File: config.mk
export PLATFORM = sky130hd
export DESIGN_NAME = lts_mult
export DESIGN_NICKNAME = d
export VERILOG_FILES = /design/src/hw/rtl/lts_pkg.sv /design/src/hw/rtl/lts_mult.sv
export SDC_FILE = /design/constraint.sdc
export NUM_CORES = 1
export LEC_CHECK = 0
export BUFFER_PORTS_ARGS = -buffer_cell sky130_fd_sc_hd__buf_2
export CAP_MARGIN = 10
export CELL_PAD_IN_SITES_DETAIL_PLACEMENT = 1
export CELL_PAD_IN_SITES_GLOBAL_PLACEMENT = 2
export CORE_MARGIN = 2
export CORE_UTILIZATION = 30
export CTS_CLUSTER_SIZE = 30
export DETAILED_ROUTE_END_ITERATION = 12
export PLACE_DENSITY = 0.76
export SLEW_MARGIN = 10
export SYNTH_ARGS = -nofsm -noshare
export SYNTH_HDL_FRONTEND = slang
export SYNTH_SLANG_ARGS = --single-unit
File: constraint.sdc
create_clock -name clk -period 9 [get_ports clk]
set_clock_uncertainty 0.2 [all_clocks]
set_input_delay 1.8 -clock clk [delete_from_list [all_inputs] [get_ports clk]]
set_output_delay 1.8 -clock clk [all_outputs]
set_load 0.05 [all_outputs]
File: src/hw/rtl/lts_pkg.sv
package lts_pkg;

    localparam int POSITION_BITS = 24;
    localparam int CORDIC_STEPS  = 16;
    localparam int NSTEPS        = (CORDIC_STEPS > 24) ? 24 : CORDIC_STEPS;
    localparam int CNT_W         = $clog2(NSTEPS);
    localparam int DW            = POSITION_BITS + 1;
    localparam int CW            = POSITION_BITS + 4;
    localparam int ZW            = 24;
    localparam int BW            = 18;
    localparam int PW            = CW + BW;

    localparam logic signed [ZW-1:0] ANG_PI_HALF = 24'sd1647099;
    localparam logic signed [16:0]   Q13_PI      = 17'sd25736;
    localparam logic signed [16:0]   Q13_TWO_PI  = 17'sd51472;
    localparam logic signed [PW-1:0] RATE_MAX    = PW'(12868);
    localparam logic signed [BW-1:0] INV_GAIN    = 18'sd39797;

    localparam logic [2:0] REG_HEADING_GAIN    = 3'd0;
    localparam logic [2:0] REG_OFFSET_GAIN     = 3'd1;
    localparam logic [2:0] REG_ARRIVE_DISTANCE = 3'd2;
    localparam logic [2:0] REG_OBSTACLE_NEAR   = 3'd3;
    localparam logic [2:0] REG_OBSTACLE_FLOOR  = 3'd4;
    localparam logic [2:0] REG_CRUISE_SPEED    = 3'd5;

    typedef struct packed {
        logic start;
        logic vector_mode;
    } lts_cordic_cmd_t;

    // arctangent of 2^-i in units of 2^-20 rad
    function automatic logic signed [ZW-1:0] atan_val(input logic [4:0] i);
        logic signed [ZW-1:0] v;
        begin
            unique case (i)
                5'd0:    v = 24'sd823550;
                5'd1:    v = 24'sd486170;
                5'd2:    v = 24'sd256879;
                5'd3:    v = 24'sd130396;
                5'd4:    v = 24'sd65451;
                5'd5:    v = 24'sd32757;
                5'd6:    v = 24'sd16383;
                5'd7:    v = 24'sd8192;
                5'd8:    v = 24'sd4096;
                5'd9:    v = 24'sd2048;
                5'd10:   v = 24'sd1024;
                5'd11:   v = 24'sd512;
                5'd12:   v = 24'sd256;
                5'd13:   v = 24'sd128;
                5'd14:   v = 24'sd64;
                5'd15:   v = 24'sd32;
                5'd16:   v = 24'sd16;
                5'd17:   v = 24'sd8;
                5'd18:   v = 24'sd4;
                5'd19:   v = 24'sd2;
                5'd20:   v = 24'sd1;
                default: v = '0;
            endcase
            return v;
        end
    endfunction

endpackage

File: src/hw/rtl/lts_mult.sv
module lts_mult
    import lts_pkg::*;
(
    input  logic                 clk,
    input  logic signed [CW-1:0] a,
    input  logic signed [BW-1:0] b,
    output logic signed [PW-1:0] p
);

    logic signed [PW-1:0] p_reg;

    always_ff @(posedge clk)
    begin
        p_reg <= PW'(a) * PW'(b);
    end

    assign p = p_reg;

endmodule

# Word level (Yosys, flattened, before mapping)
# Cells that the tools add are included.
[totals] reg_bits=46 input_bits=47 out_inout_bits=46 wordCells=2
[op_classes] mul=1
[op_table] operator="$mul A28 B18 Y46" n=1

# Depth between registers and ports, before layout
[depth] word_depth=1 depth_mapped=25 ltp_nobuf=23

# Worst setup path after synthesis
# Ideal clock, no wire load.
[synth_timing] path_type="input-to-reg" startpoint="input port a[23]" endpoint="register p_reg[44], in the netlist p[44]" setup_ns=0.119 t_arrival_ns=7.591 t_required_ns=8.681 slack_ns=1.090 cell_stages=24 n_path_buf=2 cell_sequence="clkbuf_1 -> clkbuf_1 -> nand2_1 -> fa_1 -> inv_1 -> fa_1 -> inv_1 -> fa_1 -> inv_1 -> fa_1 -> fa_1 -> inv_1 -> fa_1 -> inv_1 -> ha_1 -> a21o_1 -> a21o_1 -> a21oi_1 -> o21ai_1 -> a31o_1 -> a31o_1 -> a211o_1 -> a311o_1 -> xor2_1"
[synth_via] elab_chain_cells=1
[synth_lines] item="start: declaration" line_no="lts_mult.sv:5" rtl="input logic signed [CW-1:0] a,"
[synth_lines] item="$mul A28 B18 Y46" line_no="lts_mult.sv:14" rtl="p_reg <= PW'(a) * PW'(b);"
[synth_lines] item="end signal: assignment" line_no="lts_mult.sv:14"
[synth_lines] item="end: declaration" line_no="lts_mult.sv:10" rtl="logic signed [PW-1:0] p_reg;"
# No other way between the ends.

# Worst setup path after layout
[layout_timing] startpoint="input port b[3]" endpoint="register p_reg[38], in the netlist p[38]"
[layout_via] elab_chain_cells=1
[layout_lines] item="start: declaration" line_no="lts_mult.sv:6" rtl="input logic signed [BW-1:0] b,"
[layout_lines] item="$mul A28 B18 Y46" line_no="lts_mult.sv:14"
# No other way between the ends.

==> metrics.yaml <==
clock_tree:
  cts-htree-levels: 2
  cts_tree: "built"
  post_cts_resized: 0
  cts_buffer_depth: 2
  cts_root_buf: "clkbuf_16"
  post_cts_buffers: 0
  postCtsHoldBufs: 0
  cts.clk_slew.worst_paths_ps: 70
  numCtsBuffers: 5
  clock_sinks: 46
timing:
  period_share_pct: 91.8
  drv_slew: 0
  final-setup-viol-count: 0
  setup-tns-final_ps: 0
  slew_headroom_pct: 49.9
  final.setup.worst_slack_ps: 742
  holdWs_ps: 1930
  final_hold_viol_count: 0
  worstMarginPinSlew_ps: 751
  rsz0062_at_grt: "no"
  min_period_ps: 8260
  fmax_mhz: 121
setup_path:
  crit_arrival_ps: 8270
  crit_start: "b[3]"
  critical_path_peak_fanout: 28
  path_cells: "buf_2 -> nand2_1 -> fa_1 -> fa_1 -> fa_1 -> fa_1 -> inv_1 -> fa_1 -> fa_1 -> ha_1 -> a21oi_1 -> o21ai_0 -> a21oi_1 -> a21oi_1 -> buf_4 -> o21ai_0 -> a31oi_1 -> a21boi_0 -> o221ai_1 -> xor2_1"
  critPathMostFrequentCell: "fa_1"
  cpMaxStageDelayCell: "fa_1"
  required_ps: 9010
  cp-start-kind: "input pin"
  end_kind: "register"
  critical_path_class: "input pin to register"
  slowest_delay_ps: 580
yosys:
  synth_common_cells: "inv_1 (564), fa_1 (489), nand2_1 (317), and2_1 (182), ha_1 (113)"
  synth.avg_cell_area_um2: 9.03
  yosysMostFrequentCell: "inv_1"
  synth-seq-cells: 46
  syn-instance-count: 2049
  synth_ff_type: "dfxtp_1"
  yosysSeqAreaShare_pct: 4.98
  synth.top_cell.area_share_pct: 52.9
  yosys.area.top_type: "fa_1"
  synth_edf_count: 0
  yosys_warnings: 0
  synth_nets: 2698
  synth.area.top_cells: "fa_1 (53%), inv_1 (11%), ha_1 (7.6%)"
  async_flop_share_pct: 0
  synth.cell_area_um2: 18500
  ys_types: 51
grt:
  grt.overflow.total: 0
  grt_pass1_vias: 15600
  grt_max_degree: 29
  antenna_found_initial: 7
  grt_pass1_wl_mm: 87.5
  grt_usage_pct: 17.9
routing:
  wirelength_mm: 53.4
  wl_per_cell_um: 18.6
  drcViolationCount: 0
  via_per_inst: 4.60
  vias: 13200
  drt_pass1_iterations: 4
  drt_iter0_drc: 508
  ant_nets: 0
die:
  die_h_um: 252
  die_w_um: 252
  ioPinCount: 93
  coreArea_um2: 61400
  rows: 91
  fp.dieArea_um2: 63700
  initial_core_util_pct: 30.1
placed_design:
  post-place-ws_ps: 388
  hpwl_mm: 45.1
  numPortBuffers: 92
  place_congestion: 0.815
min_path:
  hold_path_end: "p[0]$_DFF_P_"
  hold_depth: 3
  hold_start: "a[0]"
  hold_class: "input pin to register"
layout:
  final_nets: 2724
  largest_register_ffs: 46
  fin_util_pct: 32.4
  final_layout_size_suffix_gt1_share_pct: 6.65
  area_growth_pct: 7.66
status:
  outcome: "finished, final reports clean"
flow_run:
  cap_violations: 0
-- layout by cell type (no fill, tap or decap), types with 25 or more instances in the layout --
master     n
and2_1   182
nand2_1  317
nor2_1    38
inv_1    564
dfxtp_1   46
a21oi_1   41
xnor2_1   29
fa_1     489
buf_4     25
buf_2     92
ha_1     113
-- area by class of cell --
class / instances / area [µm²]
clock inverter: 1 / 5.00
tap: 790 / 988
sequential: 46 / 921
antenna: 2 / 5.00
multi-input combinational: 1341 / 15100
clock buffer: 7 / 143
fill: 7184 / 41500
timing repair buffer: 117 / 648
inverter: 564 / 2120
-- worst max path at each step --
stage,endpoint,cells after the start
final,p[38]$_DFF_P_,20
after CTS,p[38]$_DFF_P_,22
after detailed placement,p[38]$_DFF_P_,22
after global placement,p[44]$_DFF_P_,22
after global routing,p[38]$_DFF_P_,22
after floorplan,p[44]$_DFF_P_,24
-- metal layers --
layer / track usage [%] / wire length [µm] / part of all wire, %
met5: 0 / 91 / 0.17
met1: 22.5 / 22000 / 41
met2: 32.2 / 27900 / 52
met3: 2.47 / 2020 / 3.8
met4: 4.99 / 1360 / 2.6
-- worst max-delay path: cells and delay by family --
| kind | cells | cell delay, ps |
|---|---|---|
| AND/OR/NAND/NOR | 1 | 190 |
| buffers and inverters | 3 | 800 |
| AO/OA/AOI/OAI | 8 | 1780 |
| adder cells (fa/ha/maj) | 7 | 3520 |
| XOR/XNOR | 1 | 180 |
-- cells by family (layout without fill, tap and decap cells) --
| group | Yosys count | count (layout) | synth area share [%] |
|---|---|---|---|
| buffers and inverters | 662 | 689 | 13.5 |
| adder cells (fa/ha/maj) | 602 | 602 | 60.6 |
| AND/OR/NAND/NOR | 582 | 582 | 14.9 |
| AO/OA/AOI/OAI | 112 | 112 | 3.94 |
| flip-flops | 46 | 46 | 4.98 |
| XOR/XNOR | 45 | 45 | 2.13 |
| other | 0 | 2 | 0 |
-- stage by stage --
stage,cell area [µm²],std cells
2_1_floorplan,18500,2049
3_3_place_gp,19800,2858
3_5_place_dp,19800,2858
4_1_cts,19900,2866
5_1_grt,19900,2866
6_report,19900,2868
Power is not shown: default switching activity piles up to over one toggle a cycle in this logic, so the estimate is an artifact.
